**src/tbrl_pkg.sv**
```systemverilog
// Package for the token bucket rate limiter: shared types and constants.
`timescale 1ns / 1ps

package tbrl_pkg;

    // Field widths
    localparam int RATE_W    = 30;
    localparam int TOKEN_W   = 32;
    localparam int ELAPSED_W = 16;
    localparam int VERDICT_W = 2;
    localparam int CFG_IDX_W = 1;
    localparam int CFG_W     = 32;

    // Request kinds on the input channel
    localparam logic MODE_TICK    = 1'b0;
    localparam logic MODE_REQUEST = 1'b1;

    // Result verdicts
    localparam logic [VERDICT_W-1:0] VERDICT_GRANTED  = 2'd0;
    localparam logic [VERDICT_W-1:0] VERDICT_REJECTED = 2'd1;
    localparam logic [VERDICT_W-1:0] VERDICT_BUSY     = 2'd2;

    // Configuration register indexes
    localparam logic [CFG_IDX_W-1:0] CFG_RATE     = 1'd0;
    localparam logic [CFG_IDX_W-1:0] CFG_CAPACITY = 1'd1;

    // Reset values
    localparam logic [RATE_W-1:0]  RATE_RESET     = 30'd1000;
    localparam logic [TOKEN_W-1:0] CAPACITY_RESET = 32'd1000;

    // Milliseconds per second and the split of rate into rate/1000 and rate%1000
    localparam int MS_W      = 10;
    localparam int RATE_Q_W  = 21;
    localparam logic [MS_W-1:0] MS_PER_SECOND = 10'd1000;

    // Exact reciprocal of 1000 for 30-bit dividends: floor(x * M >> 40)
    localparam int RECIP_W     = 31;
    localparam int RECIP_SHIFT = 40;
    localparam logic [RECIP_W-1:0] RATE_RECIP = 31'd1099511628;
    localparam int RATE_PROD_W = RATE_W + RECIP_W;

    // Remainder part: elapsed * (rate % 1000) fits in 26 bits
    localparam int FRAC_W       = ELAPSED_W + MS_W;
    localparam int FRAC_RECIP_W = 27;
    localparam int FRAC_SHIFT   = 36;
    localparam logic [FRAC_RECIP_W-1:0] FRAC_RECIP = 27'd68719477;
    localparam int FRAC_PROD_W  = FRAC_W + FRAC_RECIP_W;
    localparam int FRAC_Q_W     = FRAC_PROD_W - FRAC_SHIFT;

    // Whole part: elapsed * (rate / 1000)
    localparam int WHOLE_W = ELAPSED_W + RATE_Q_W;
    localparam int ADD_W   = WHOLE_W + 1;

    // Classified request handed from the front end to the token engine
    typedef struct packed {
        logic               mode;
        logic [TOKEN_W-1:0] add;   // refill amount, clamped to 32 bits
        logic [TOKEN_W-1:0] flow;
    } tbrl_item_t;

endpackage

```
**src/tbrl_fifo.sv**
```systemverilog
// Short queue between the front end and the token engine.
`timescale 1ns / 1ps

module tbrl_fifo
    import tbrl_pkg::*;
#(
    parameter int QUEUE_DEPTH = 8
) (
    input  logic       aclk,
    input  logic       aresetn,
    input  logic       push,
    input  tbrl_item_t push_item,
    input  logic       pop,
    output logic       not_empty,
    output tbrl_item_t head_item
);

    localparam int PTR_W = $clog2(QUEUE_DEPTH);
    localparam int CNT_W = $clog2(QUEUE_DEPTH + 1);

    tbrl_item_t       mem [QUEUE_DEPTH];
    logic [PTR_W-1:0] wr_ptr_reg, rd_ptr_reg;
    logic [CNT_W-1:0] count_reg;
    logic             full;

    assign not_empty = (count_reg != '0);
    assign full      = (count_reg == CNT_W'(QUEUE_DEPTH));
    assign head_item = mem[rd_ptr_reg];

    // Store entries
    always_ff @(posedge aclk) begin
        if (push) begin
            mem[wr_ptr_reg] <= push_item;
        end
    end

    // Advance pointers and count
    always_ff @(posedge aclk) begin
        if (!aresetn) begin
            wr_ptr_reg <= '0;
            rd_ptr_reg <= '0;
            count_reg  <= '0;
        end else begin
            if (push) begin
                wr_ptr_reg <= (wr_ptr_reg == PTR_W'(QUEUE_DEPTH - 1)) ? '0 : wr_ptr_reg + 1'b1;
            end
            if (pop) begin
                rd_ptr_reg <= (rd_ptr_reg == PTR_W'(QUEUE_DEPTH - 1)) ? '0 : rd_ptr_reg + 1'b1;
            end
            if (push && !pop) begin
                count_reg <= count_reg + 1'b1;
            end else if (!push && pop) begin
                count_reg <= count_reg - 1'b1;
            end
        end
    end

    a_no_overflow: assert property (@(posedge aclk) disable iff (!aresetn)
        !(push && full && !pop))
        else $error("queue overflow");

    a_no_underflow: assert property (@(posedge aclk) disable iff (!aresetn)
        !(pop && !not_empty))
        else $error("queue underflow");

endmodule

```
**config.mk**
```make
export PLATFORM = sky130hd
export DESIGN_NAME = tbrl_fifo
export DESIGN_NICKNAME = d
export VERILOG_FILES = /design/src/tbrl_pkg.sv /design/src/tbrl_fifo.sv
export SDC_FILE = /design/constraint.sdc
export NUM_CORES = 1
export LEC_CHECK = 0
export ABC_AREA = 1
export BUFFER_PORTS_ARGS = -buffer_cell sky130_fd_sc_hd__buf_4
export CORE_ASPECT_RATIO = 0.7
export CORE_MARGIN = 1
export CORE_UTILIZATION = 68
export CTS_BUF_LIST = sky130_fd_sc_hd__clkbuf_4 sky130_fd_sc_hd__clkbuf_8
export CTS_CLUSTER_SIZE = 10
export DETAILED_ROUTE_END_ITERATION = 10
export PLACE_DENSITY_LB_ADDON = 0.05
export SYNTH_ARGS = -nofsm -noshare
export SYNTH_HDL_FRONTEND = slang
export SYNTH_SLANG_ARGS = --single-unit
export TNS_END_PERCENT = 5
```
**constraint.sdc**
```tcl
create_clock -name aclk -period 7.44 [get_ports aclk]
set_input_delay 1.488 -clock aclk [delete_from_list [all_inputs] [get_ports aclk]]
set_output_delay 1.488 -clock aclk [all_outputs]
set_load 0.1 [all_outputs]
```
* Word level (Yosys, flattened, before mapping)
Memories as Yosys holds them, arrays and structs flattened. A register that Yosys moved wholly into a read port is not among the register bits.
Cells that the tools add are included.
** Operators by class
- Add/sub/neg operators :: 4
- Equal/unequal tests :: 2
- Muxes and demuxes :: 8
- Reductions and logical operators :: 6
** Operators with widths (count)
- $mux 3 :: 4
- $mux 4 :: 2
- $add 3x1->3 const B :: 2
- $eq 3x3->1 const B :: 2
- $add 4x1->4 const B :: 1
- $reduce_bool 4->1 :: 1
- $sub 4x1->4 const B :: 1
- $logic_and 1x1->1 :: 2
- $logic_not 1->1 :: 2
- $mux 1 :: 2
- $reduce_bool 2->1 :: 1
** Storage, ports and cells
- Flip-flop bits (word level) :: 10
- Memory bits (writable) :: 520
- Memories :: 1
** Memory list
- mem :: depth 8, width 65, read ports 1, clocked after memory_dff 1, wr ports 1, RTL line tbrl_fifo.sv:21 : tbrl_item_t mem [QUEUE_DEPTH];

* Longest topological paths before layout
- Word-level depth :: 4
- Mapped depth :: 11
- Mapped depth without buffers :: 11

* Least setup slack after synthesis
OpenSTA, ideal clock, no wires.
- Path kind :: input port to flip-flop
- Start point :: input port push
- End point :: memory mem[1][0] (netlist name) (enable)
- Library setup time :: 0.489 ns
- Data arrival time :: 4.333 ns
- Slack :: 2.618 ns
- Stages :: 2
- Buffers on the path :: 0
- Cell sequence :: nand2_1 nor2_1
** On the way
- Cells in the longest elaborated chain, start to end :: 2
** RTL lines
- start: declaration :: RTL line tbrl_fifo.sv:11 : input logic push,
- $mux 1 :: RTL line tbrl_fifo.sv:32 : if (push) begin
- $mux 1 (implied by the code) :: RTL line tbrl_fifo.sv:33 : mem[wr_ptr_reg] <= push_item;
- end: declaration :: RTL line tbrl_fifo.sv:21
Every way passes these cells.

==> metrics.md <==
| Metric | Value |
|---|---|
| WL met1 | 19600 um |
| Starting density of the core | about 70% |
| Fin nets | 2027 |
| Row Count | 53 |
| Critical R2R Launch | wr_ptr_reg[0] |
| Die width | 214 um |
| Synth area leader | edfxtp_1 |
| Post-synth top cells | nor2_1 (536), edfxtp_1 (520), nand2_1 (343), o21ai_1 (212), o21ai_0 (53) |
| I/O pin cnt | 135 |
| Syn Std Cell Area | 21300 um2 |
| Reg2Reg Setup Slack | 4.81 ns |
| Worst hold start | wr_ptr_reg[0] |
| F_max | 0.199 GHz |
| PostCTS Resize Cnt | 0 |
| 1st-pass router iterations | 6 |
| Crit Path Category | register to primary output |
| CTS tree | yes |
| Vias in the first global route | 12800 |
| Highest routed metal layer | met4 |
| Critical path endpoint | head_item[27] |
| Worst path required time | 5.95 ns |
| Met3 WL | 3800 um |
| Most numerous cell in the Yosys netlist | nor2_1 |
| Number of flops mapped to enable cells by yosys | 520 |
| Core ar. | 30400 um2 |
| FFs w/ async S/R, synth | 0% |
| Routed vias | 13600 |
| Tmin final | 5.03 ns |
| Final Hold Fails | 0 |
| Worst r2r path cells | 4 |
| Status | complete, no violations |
| Postcts setup bufs | 0 |
| Final setup margin | 2.41 ns |
| Post-synth top area share | between 70% and 80% |
| Post-route ant nets | 0 |
| Seq cells post-synth | 533 |
| Fin crit share | 67.6% |
| Post-cts hold buffer count | 0 |
| Die ar. | 32100 um2 |
| Vias/cell | 5.63 |
| Finished Cell Area | approximately 24000 um2 |
| HPWL Detailed | 22900 um |
| Largest net degree at the start of global routing | 211 |
| Least-Margin Pin Slew | 1.10 ns |
| Crit path arrival time | about 3.5 ns |
| Clk slew on worst S/H paths | 0.06 ns |
| Syn-to-layout area delta | 12.6% |
| Main flop type after synthesis | edfxtp_1 |
| Global-route wire length before repair | a little under 70000 um |
| Total Wirelength | 45900 um |
| Die Ht | 150 um |
| Final setup vio count | 0 |
| Max reg flops | between 500 and 600 |
| Crit. End Element | primary output |
| CTS max path bufs | 3 |
| Initial antenna violation count | 0 |
| Synthesized area per cell | 11.7 um2 |
| Num Clock Sinks | 533 |
| Lkg Pwr | 8.94 nW |
| Global Route Usage Sum | 29.2% |
| Post-DP Area | 22500 um2 |
| Synth Net Count | 1895 |
| Wirelength per Cell | ~19 um |
| Pwr Density | roughly 280 nW/um2 |
| # DRC | 0 |
| Num CTS Buffers | 78 |
| Maxcap violations | 0 |
| Mapped Cells | about 1800 |
| DRT iter0 DRCs | 1560 |
| Final TNS setup | 0 ns |
| Root Buffer | clkbuf_8 |
| Synth area leaders | edfxtp_1 (73%), nor2_1 (9.4%), nand2_1 (6.0%) |
| Reg-to-reg endpoint | mem[6][64] |
| Clock Skew | 0.0250 ns |
| Slew headroom | a little over a quarter |
| Length of routed met2 wiring | roughly 22000 um |
| GRT overflow | 0 |
| Synth warn | 0 |
| Max-slew violations | 0 |
| Crit-path max FO | 85 |
| Layout cells sized above 1 | 14.4% |
| H-tree depth | 3 |
| Peak supply drop | roughly 0.00017 V |
| Critical Path Start Type | register |
| Clk Latency, worst-skew pair | 0.63 ns |
| HP Class | register to register |
| Pre-CTS setup slack | slightly above 3 ns |
| I/O Buffers | 134 |
| Synth cell types | 22 |
| RD Place Congestion | 0.788 |
| Register area share after synthesis | 74.5% |
| RSZ-0062 raised after global routing | no |
[layout make-up]
type	count	area, um2
diodes	1	2.50
clock buffers	114	1370
clock inverters	23	108
fillers	1830	6440
inverters	18	75.1
multi-input cells	1167	4880
flip-flops and latches	533	15900
well taps	412	515
repair buffers	152	1170
[worst max-delay path, stage by stage (launching register included)]
cell and delay [ns]:
dfxtp_4 0.85, inv_4 0.58, buf_4 0.51, nor2_1 0.21, o21ai_0 0.12, nand2_1 0.11
nand2_1 0.05, nand2_1 0.11, buf_4 0.29
[cells in the final DEF, fill, tap and decap left out, drive strengths merged]
master,instances
or2,1
clkbuf,114
a21oi,7
ha,7
dfxtp,13
nor2,536
clkinvlp,3
a211oi,1
xor2,1
diode,1
edfxtp,520
nand2,343
nand3,5
inv,19
buf,152
clkinv,19
o21ai,265
fa,1
[how the worst min path moves through the flow]
stage / to / cells after the start
finish: wr_ptr_reg[0] / 2
global route: register / 1
CTS: wr_ptr_reg[0] / 2
detailed placement: register / 1
global placement: register / 2
floorplan: register / 1
[routing by layer]
layer  track usage, %  vias up
li1                 -     6476
met1             42.8     6499
met2             45.0      571
met3             6.05       71
met4             8.71        0
met5                0        -
[logic make-up (layout without fill, tap and decap cells)]
group                    Yosys count  count (layout)  synth area share [%]
other                              0               1                     0
buffers and inverters            118             307                  2.93
adder cells (fa/ha/maj)            8               8                 0.505
XOR/XNOR                           1               1                0.0411
flip-flops                       533             533                  74.5
AO/OA/AOI/OAI                    273             273                  6.42
AND/OR/NAND/NOR                  885             885                  15.6
[where the power goes]
group	internal, W	total (W)	switching, W
Clock	0.00118	0.00223	0.00105
Sequential	0.00338	0.00342	0.0000365
Combinational	0.000236	0.00110	0.000864
Total	0.00479	0.00675	0.00195
[per-stage QoR]
stage                     hold slack (ns)  utilization (%)  total power, W  instances
after floorplan                     0.456                -         0.00430       1818
after global placement              0.472             74.0         0.00456       2282
after detailed placement            0.481             74.0         0.00457       2282
after CTS                           0.499             78.8         0.00677       2419
after global routing                0.511             78.8         0.00698       2419
final                               0.498             78.8         0.00675       2420
No activity file was read; power rests on OpenSTA's default activity.
