`config.mk`:
```
export PLATFORM = sky130hd
export DESIGN_NAME = tbrl_back
export DESIGN_NICKNAME = d
export VERILOG_FILES = /design/src/tbrl_pkg.sv /design/src/tbrl_back.sv
export SDC_FILE = /design/constraint.sdc
export NUM_CORES = 1
export LEC_CHECK = 0
export BUFFER_PORTS_ARGS = -buffer_cell sky130_fd_sc_hd__clkbuf_2
export CAP_MARGIN = 25
export CORE_MARGIN = 2
export CORE_UTILIZATION = 45
export CTS_BUF_LIST = sky130_fd_sc_hd__clkbuf_4 sky130_fd_sc_hd__clkbuf_8 sky130_fd_sc_hd__clkbuf_16
export DETAILED_ROUTE_END_ITERATION = 12
export GPL_ROUTABILITY_DRIVEN = 1
export GPL_TIMING_DRIVEN = 0
export SLEW_MARGIN = 25
export SYNTH_ARGS = -nofsm -noshare
export SYNTH_HDL_FRONTEND = slang
export SYNTH_SLANG_ARGS = --single-unit
export TNS_END_PERCENT = 20
```
`constraint.sdc`:
```
create_clock -name aclk -period 8.6 [get_ports aclk]
set_clock_uncertainty 0.05 [all_clocks]
set_input_delay 1.29 -clock aclk [delete_from_list [all_inputs] [get_ports aclk]]
set_output_delay 1.29 -clock aclk [all_outputs]
set_load 0.01 [all_outputs]
```
`src/tbrl_pkg.sv`:
```
// Package for the token bucket rate limiter: shared types and constants.
`timescale 1ns / 1ps

package tbrl_pkg;

    // Field widths
    localparam int RATE_W    = 30;
    localparam int TOKEN_W   = 32;
    localparam int ELAPSED_W = 16;
    localparam int VERDICT_W = 2;
    localparam int CFG_IDX_W = 1;
    localparam int CFG_W     = 32;

    // Request kinds on the input channel
    localparam logic MODE_TICK    = 1'b0;
    localparam logic MODE_REQUEST = 1'b1;

    // Result verdicts
    localparam logic [VERDICT_W-1:0] VERDICT_GRANTED  = 2'd0;
    localparam logic [VERDICT_W-1:0] VERDICT_REJECTED = 2'd1;
    localparam logic [VERDICT_W-1:0] VERDICT_BUSY     = 2'd2;

    // Configuration register indexes
    localparam logic [CFG_IDX_W-1:0] CFG_RATE     = 1'd0;
    localparam logic [CFG_IDX_W-1:0] CFG_CAPACITY = 1'd1;

    // Reset values
    localparam logic [RATE_W-1:0]  RATE_RESET     = 30'd1000;
    localparam logic [TOKEN_W-1:0] CAPACITY_RESET = 32'd1000;

    // Milliseconds per second and the split of rate into rate/1000 and rate%1000
    localparam int MS_W      = 10;
    localparam int RATE_Q_W  = 21;
    localparam logic [MS_W-1:0] MS_PER_SECOND = 10'd1000;

    // Exact reciprocal of 1000 for 30-bit dividends: floor(x * M >> 40)
    localparam int RECIP_W     = 31;
    localparam int RECIP_SHIFT = 40;
    localparam logic [RECIP_W-1:0] RATE_RECIP = 31'd1099511628;
    localparam int RATE_PROD_W = RATE_W + RECIP_W;

    // Remainder part: elapsed * (rate % 1000) fits in 26 bits
    localparam int FRAC_W       = ELAPSED_W + MS_W;
    localparam int FRAC_RECIP_W = 27;
    localparam int FRAC_SHIFT   = 36;
    localparam logic [FRAC_RECIP_W-1:0] FRAC_RECIP = 27'd68719477;
    localparam int FRAC_PROD_W  = FRAC_W + FRAC_RECIP_W;
    localparam int FRAC_Q_W     = FRAC_PROD_W - FRAC_SHIFT;

    // Whole part: elapsed * (rate / 1000)
    localparam int WHOLE_W = ELAPSED_W + RATE_Q_W;
    localparam int ADD_W   = WHOLE_W + 1;

    // Classified request handed from the front end to the token engine
    typedef struct packed {
        logic               mode;
        logic [TOKEN_W-1:0] add;   // refill amount, clamped to 32 bits
        logic [TOKEN_W-1:0] flow;
    } tbrl_item_t;

endpackage

```
`src/tbrl_back.sv`:
```
// Token engine: holds the bucket and pending slot, produces verdicts.
`timescale 1ns / 1ps

module tbrl_back
    import tbrl_pkg::*;
(
    input  logic                 aclk,
    input  logic                 aresetn,
    input  logic                 cfg_wr_en,
    input  logic [CFG_IDX_W-1:0] cfg_index,
    input  logic [CFG_W-1:0]     cfg_wdata,
    input  logic                 q_valid,
    input  tbrl_item_t           q_item,
    output logic                 q_pop,
    output logic                 m_valid,
    input  logic                 m_ready,
    output logic [VERDICT_W-1:0] m_verdict,
    output logic [TOKEN_W-1:0]   m_tokens_left
);

    logic [TOKEN_W-1:0]   capacity_reg, capacity_next;
    logic [TOKEN_W-1:0]   tokens_reg, tokens_next;
    logic                 pend_valid_reg, pend_valid_next;
    logic [TOKEN_W-1:0]   pend_flow_reg, pend_flow_next;
    logic                 m_valid_reg, m_valid_next;
    logic [VERDICT_W-1:0] verdict_reg, verdict_next;
    logic [TOKEN_W-1:0]   left_reg, left_next;

    logic                 take;
    logic [TOKEN_W:0]     fill_sum;
    logic                 fill_sat;
    logic                 cap_cover, sum_cover, tick_cover;
    logic [TOKEN_W-1:0]   cap_rem, sum_rem, tick_fill;
    logic                 too_big, req_cover;
    logic [TOKEN_W-1:0]   req_rem;

    assign take = q_valid && (!m_valid_reg || m_ready);
    assign q_pop = take;

    // Refill with saturation, and cover check of the held request on both paths
    assign fill_sum   = {1'b0, tokens_reg} + {1'b0, q_item.add};
    assign fill_sat   = fill_sum > {1'b0, capacity_reg};
    assign cap_cover  = capacity_reg >= pend_flow_reg;
    assign cap_rem    = capacity_reg - pend_flow_reg;
    assign sum_cover  = fill_sum >= {1'b0, pend_flow_reg};
    assign sum_rem    = fill_sum[TOKEN_W-1:0] - pend_flow_reg;
    assign tick_cover = fill_sat ? cap_cover : sum_cover;
    assign tick_fill  = fill_sat ? capacity_reg : fill_sum[TOKEN_W-1:0];

    // New request checks
    assign too_big   = q_item.flow > capacity_reg;
    assign req_cover = tokens_reg >= q_item.flow;
    assign req_rem   = tokens_reg - q_item.flow;

    always_comb begin
        capacity_next   = capacity_reg;
        tokens_next     = tokens_reg;
        pend_valid_next = pend_valid_reg;
        pend_flow_next  = pend_flow_reg;
        m_valid_next    = m_valid_reg;
        verdict_next    = verdict_reg;
        left_next       = left_reg;

        // Drop the result once taken
        if (m_valid_reg && m_ready) begin
            m_valid_next = 1'b0;
        end

        if (take) begin
            if (q_item.mode == MODE_TICK) begin
                if (pend_valid_reg && tick_cover) begin
                    tokens_next     = fill_sat ? cap_rem : sum_rem;
                    pend_valid_next = 1'b0;
                    pend_flow_next  = '0;
                    m_valid_next    = 1'b1;
                    verdict_next    = VERDICT_GRANTED;
                    left_next       = fill_sat ? cap_rem : sum_rem;
                end else begin
                    tokens_next = tick_fill;
                end
            end else begin
                if (too_big) begin
                    m_valid_next = 1'b1;
                    verdict_next = VERDICT_REJECTED;
                    left_next    = tokens_reg;
                end else if (pend_valid_reg) begin
                    m_valid_next = 1'b1;
                    verdict_next = VERDICT_BUSY;
                    left_next    = tokens_reg;
                end else if (req_cover) begin
                    tokens_next  = req_rem;
                    m_valid_next = 1'b1;
                    verdict_next = VERDICT_GRANTED;
                    left_next    = req_rem;
                end else begin
                    pend_valid_next = 1'b1;
                    pend_flow_next  = q_item.flow;
                end
            end
        end

        // Capacity write refills the bucket
        if (cfg_wr_en && cfg_index == CFG_CAPACITY) begin
            capacity_next = cfg_wdata;
            tokens_next   = cfg_wdata;
        end
    end

    always_ff @(posedge aclk) begin
        if (!aresetn) begin
            capacity_reg   <= CAPACITY_RESET;
            tokens_reg     <= CAPACITY_RESET;
            pend_valid_reg <= 1'b0;
            pend_flow_reg  <= '0;
            m_valid_reg    <= 1'b0;
        end else begin
            capacity_reg   <= capacity_next;
            tokens_reg     <= tokens_next;
            pend_valid_reg <= pend_valid_next;
            pend_flow_reg  <= pend_flow_next;
            m_valid_reg    <= m_valid_next;
        end
    end

    // Result payload
    always_ff @(posedge aclk) begin
        verdict_reg <= verdict_next;
        left_reg    <= left_next;
    end

    assign m_valid       = m_valid_reg;
    assign m_verdict     = verdict_reg;
    assign m_tokens_left = left_reg;

endmodule

```
## Word level (Yosys, flattened, before mapping)

Cells that the tools add are included.

- Bits of input ports: 103
- Output and inout port bits: 36
- Bits in registers: 132
- Word-level logic and storage cells: 71

- Magnitude comparators: 5
- Mux-type cells: 36
- Eq/ne operators: 7
- Reduce and logical (&&, ||, !) cells: 12
- Add/sub/neg operators: 4

Operator list:

| operator | count |
|---|---|
| two-way mux 32 bit | 18 |
| subtractor 32 bit | 3 |
| >= comparator 32 bit | 2 |
| adder 32 x 32 -> 33 bit | 1 |
| >= comparator 33 x 32 -> 1 bit | 1 |
| greater-than comparator 33 x 32 -> 1 bit | 1 |
| greater-than comparator 32 bit | 1 |
| two-way mux 1 bit | 13 |
| two-way mux 2 bit | 5 |
| inequality test 2 bit (second input constant) | 3 |
| inequality test 3 x 2 -> 1 bit (second input constant) | 2 |
| AND reduction 3 bit | 2 |
| AND reduction 5 bit | 1 |
| logical AND 1 bit | 4 |
| inequality test 4 x 1 -> 1 bit (second input constant) | 1 |
| AND reduction 4 bit | 1 |
| nonzero test 2 bit | 2 |
| inequality test 3 x 1 -> 1 bit (second input constant) | 1 |
| logical NOT 1 bit | 1 |
| logical OR 1 bit | 1 |

## Longest topological paths before layout

- Word-level depth: 8
- Depth in mapped cells: 24
- Depth with buffers taken out: 20

## Worst setup path after synthesis

No wires, ideal clock.

- Path type: input port to flip-flop
- From: in q_item[32] (netlist name)
- To: reg left_reg[0], in the netlist m_tokens_left[0], enable pin
- Setup time: 389 ps
- Setup slack: 1942 ps
- Stages: 21
- Path buffers: 1
- Arrival: 6220 ps
- Data required time: 8161 ps
- Cell sequence: ha_1 fa_1 a211oi_1 o211ai_1 a221oi_4 o31a_1 o21ai_0 a21oi_1 xnor2_1 ha_1 nand3_1 nor2_1 o311ai_0 nand3_1 o22ai_1 nand2_2 a21boi_4 buf_6 nor2_1 a211o_1 inv_1

- Word-level cells in the longest chain between the ends: 6
- Elaborated cells on any way between the ends: 7
- Classes of those cells: add/sub (1); order compare (2); mux (1); reduce/logical (3)

RTL lines:

| what | RTL line | source |
|---|---|---|
| start: declaration | tbrl_back.sv:13 | `input tbrl_item_t q_item,` |
| adder 32 x 32 -> 33 bit (*) | tbrl_back.sv:41 | `assign fill_sum = {1'b0, tokens_reg} + {1'b0, q_item.add};` |
| >= comparator 33 x 32 -> 1 bit / greater-than comparator 33 x 32 -> 1 bit (equally long branches) | tbrl_back.sv:45, tbrl_back.sv:42 |  |
| two-way mux 1 bit (*) | tbrl_back.sv:47 | `assign tick_cover = fill_sat ? cap_cover : sum_cover;` |
| logical AND 1 bit (*) | tbrl_back.sv:71 | `if (pend_valid_reg && tick_cover) begin` |
| nonzero test 2 bit (no line) (*) | n/a |  |
| AND reduction 3 bit (no line) (*) | n/a |  |
| end signal: assignment | tbrl_back.sv:128 | `left_reg <= left_next;` |
| end: declaration | tbrl_back.sv:27 | `logic [TOKEN_W-1:0] left_reg, left_next;` |

Mark *: on every way between the ends. The rest lies on a longest branch, timed or not.
A chain may end at the register's enable or synchronous reset.

## Worst setup path after layout

Same ends and word-level chain as after synthesis.

==> impl_results.md <==
- Critical path data required time: 8.64 ns
- Critical Path Fanout Max: 34
- Hold Crit Class: flop to flop
- Min-delay src: pend_flow_reg[28]
- Reg2Reg Setup Slack: 1.29 ns
- Clock Tree Buf Depth: 2
- Sequential fraction of the synthesis area: 20.2%
- Die ar.: 0.0344 mm²
- Number of enable flip-flop cells after synthesis: 34
- Overall Global Routing Usage: 38.5%
- Crit path max-delay family: compound AO/OA/AOI/OAI gates
- Total grt overflow: 0
- Routed WL: 66600 µm
- Fmax: 128 MHz
- Fin crit period: 7.81 ns
- Ys async rst share: 0%
- Reg-to-Reg Start: tokens_reg[0]
- Crit-path max cell delay: 0.54 ns
- DR DRC count: 0
- Fin. Hold Viols: 0
- Worst reg2reg path depth: 21
- WP depth: 22
- Fillers: 3245
- Critical setup path kind: primary input to flop
- Placed Area: 0.0160 mm²
- Yosys top cell area share: 16.2%
- Fin crit share: 90.8%
- Post-DP HPWL: 54900 µm
- Final setup vio count: 0
- Avg Cell Area, Syn: 7.70 µm²
- Max IR drop VDD: 214 µV
- Crit-path cells: clkbuf_2 > ha_1 > fa_1 > a211oi_1 > o211ai_1 > a221oi_4 > o31a_1 > o21ai_0 > a21oi_1 > xnor2_1 > ha_1 > nand3_1 > nor2_1 > o311ai_0 > nand3_1 > o22ai_1 > nand2_2 > a21boi_4 > buf_6 > nor2_1 > a211o_1 > inv_2
- Cell Rows: 66
- Clock buffer count from CTS: 17
- Netlist cell types: 78
- Clock transition at path regs: 0.06 ns
- Status: finished, final reports clean
- Leakage power: 0.00736 µW
- Total I/O pin count: 139
- Area leader, netlist: ha_1
- DR WL/cell: 26.3 µm
- Total core area: 0.0325 mm²
- CP Launch Type: primary input
- Via Count: 16.1k
- Number of synthesis warnings: 0
- Setup TNS: 0 ns
- DIE HEIGHT: 185 µm
- Hold-critical path endpoint: pend_flow_reg[28]
- FF-to-FF End: m_tokens_left[0]
- Mapped cell area: 0.0148 mm²
- PortBufs: 137
- Worst Path Arrival: 7.85 ns
- Buffers and inverters on the worst path: 3
- H-tree depth: 4
- Largest net degree at the start of global routing: 35
- Yosys reg bits: 132
- Area Growth Syn to Fin: 12.6%
- Post-Syn Instances: 1922
- Layout cell share with drive strength beyond 1: 10.5%
- Max_cap viols: 0
- Initial Utilization: 45.6%
- Starting DRT DRC Count: 2303
- Number of global-route vias before repair: 14.5k
- Post-CTS repair timing setup buffer count: 0
- Clock Latency Late Sink: 0.47 ns
- Placer Congestion: 0.979
- CTS Hold Bufs: 0
- Rel. slew slack: 32.4%
- Slowest stage cell, crit path: a21boi_4
- RSZ-0062 raised after global routing: false
- Total clock sinks: 132
- Largest cells by area after synthesis: ha_1, dfxtp_1, edfxtp_1, a21oi_1, nand2_1
- Worst-margin pin slew: 1.01 ns
- Die Span X: 185 µm
- Post-layout instance area: 0.0167 mm²
- Root buffer cell: clkbuf_16
- CTS tree: yes
- DR pass1 iterations: 10
- Pins Over Slew Limit: 0
- Initial antenna violation count: 3
- Hold path cells: 1
- Cts repair resizes: 0
- CP endpoint kind: flop
- Nets: 2377
- Final antenna-violating net count: 0
- Vias per cell: 6.36
- Post-synth top flop: dfxtp_1
- Pwr per Cell Area: 286 mW/mm²
- First-pass GRT wire length: 94600 µm
- Syn Nets: 2221
==> cell usage in the layout, fill, tap and decap left out, drive strengths merged, types with 29 or more instances in the layout <==
master / count
a31oi: 33
xnor2: 62
a21oi: 196
edfxtp: 34
nor2: 126
mux2i: 44
nand3: 38
dfxtp: 98
o21ai: 115
buf: 29
a21o: 61
clkbuf: 208
inv: 135
ha: 192
xor2: 54
a22o: 34
nor3: 38
a211oi: 37
nand2: 209
nand4: 39
o211ai: 40
==> metrics by stage <==
stage                     std cells  hold WS, ns  utilization, %  total power (µW)  worst slack, ns
after floorplan                1922        0.399               -              2800             1.94
after global placement         2501        0.413            49.4              3810           0.0308
after detailed placement       2501        0.416            49.4              3820            0.357
after CTS                      2533        0.434            51.3              4630            0.826
after global routing           2533        0.445            51.3              4990            0.424
final                          2534        0.428            51.3              4770            0.791
==> worst reg2reg max path: cells and delay by family, from the launching register on <==
family	cells	cell delay, ns
xor gates and xnor gates	1	0.29
buffers and inverters	2	0.79
adders and majority gates	3	1.04
and+or+nand+nor	5	0.89
AOI/OAI and AO/OA	10	3.47
DFF	1	0.39
==> cell type report <==
type                       count  area, µm²  area share (%)
multi-input combinational   1579      11000            66.0
timing repair buffer         137        686            4.12
buffer                        82        348            2.09
clock buffer                  18        450            2.70
tap                          442        553            3.32
inverter                     129        484            2.91
clock inverter                14        163           0.976
antenna                        1       2.50          0.0150
sequential                   132       2980            17.9
==> routing by layer <==
| metal | vias up | track usage, % | part of all wire (%) |
|---|---|---|---|
| met3 | 130 | 7.43 | 11 |
| met2 | 925 | 55.4 | 41 |
| met1 | 7617 | 56.7 | 45 |
| met4 | 4 | 13.0 | 3.2 |
| li1 | 7429 | - | - |
| met5 | - | 0 | 0.041 |
==> cells by family (layout without fill, tap and decap cells) <==
family	after synthesis	count (layout)	synth area share [%]
other cells	0	1	0
mux	53	53	3.66
buf+inv	211	380	5.62
compound gates	657	657	29.4
flops	132	132	20.2
fa+ha+maj	196	196	16.8
xor+xnor	116	116	6.86
simple gates	557	557	17.5
==> worst max-delay path by stage <==
stage | from | to | slack, ns
after global routing | q_item[32] | m_tokens_left[0] | 0.42
after CTS | q_item[32] | m_tokens_left[0] | 0.83
after global placement | q_item[32] | m_tokens_left[6] | 0.03
after floorplan | q_item[32] | m_tokens_left[0] | 1.94
final | q_item[32] | m_tokens_left[0] | 0.79
after detailed placement | q_item[32] | m_tokens_left[6] | 0.36
==> cells in the mapped netlist, types with 9 or more instances <==
cell        n
nor2_1    125
mux2i_1    44
and2_1     16
a21oi_1   195
a31oi_1    33
and3_1     19
o21bai_1   12
or3_1      10
nand2_1   208
o31ai_1    11
xnor2_1    62
ha_1      192
clkbuf_1   53
nand4_1    39
nand3_1    37
xor2_1     54
dfxtp_1    98
a21boi_0   12
o22ai_1     9
edfxtp_1   34
buf_2      17
nor2b_1    11
nor3_1     37
o211ai_1   40
o21ai_0   107
a21o_1     61
a22o_1     34
nand2b_1   24
a211oi_1   37
o21a_1     10
inv_1     129
==> power by group <==
part           internal [µW]  total [µW]  switching (µW)
clock                    452         796             344
combinational           1050        3140            2090
sequential               754         830            75.6
(Power assumes the default switching activity.)
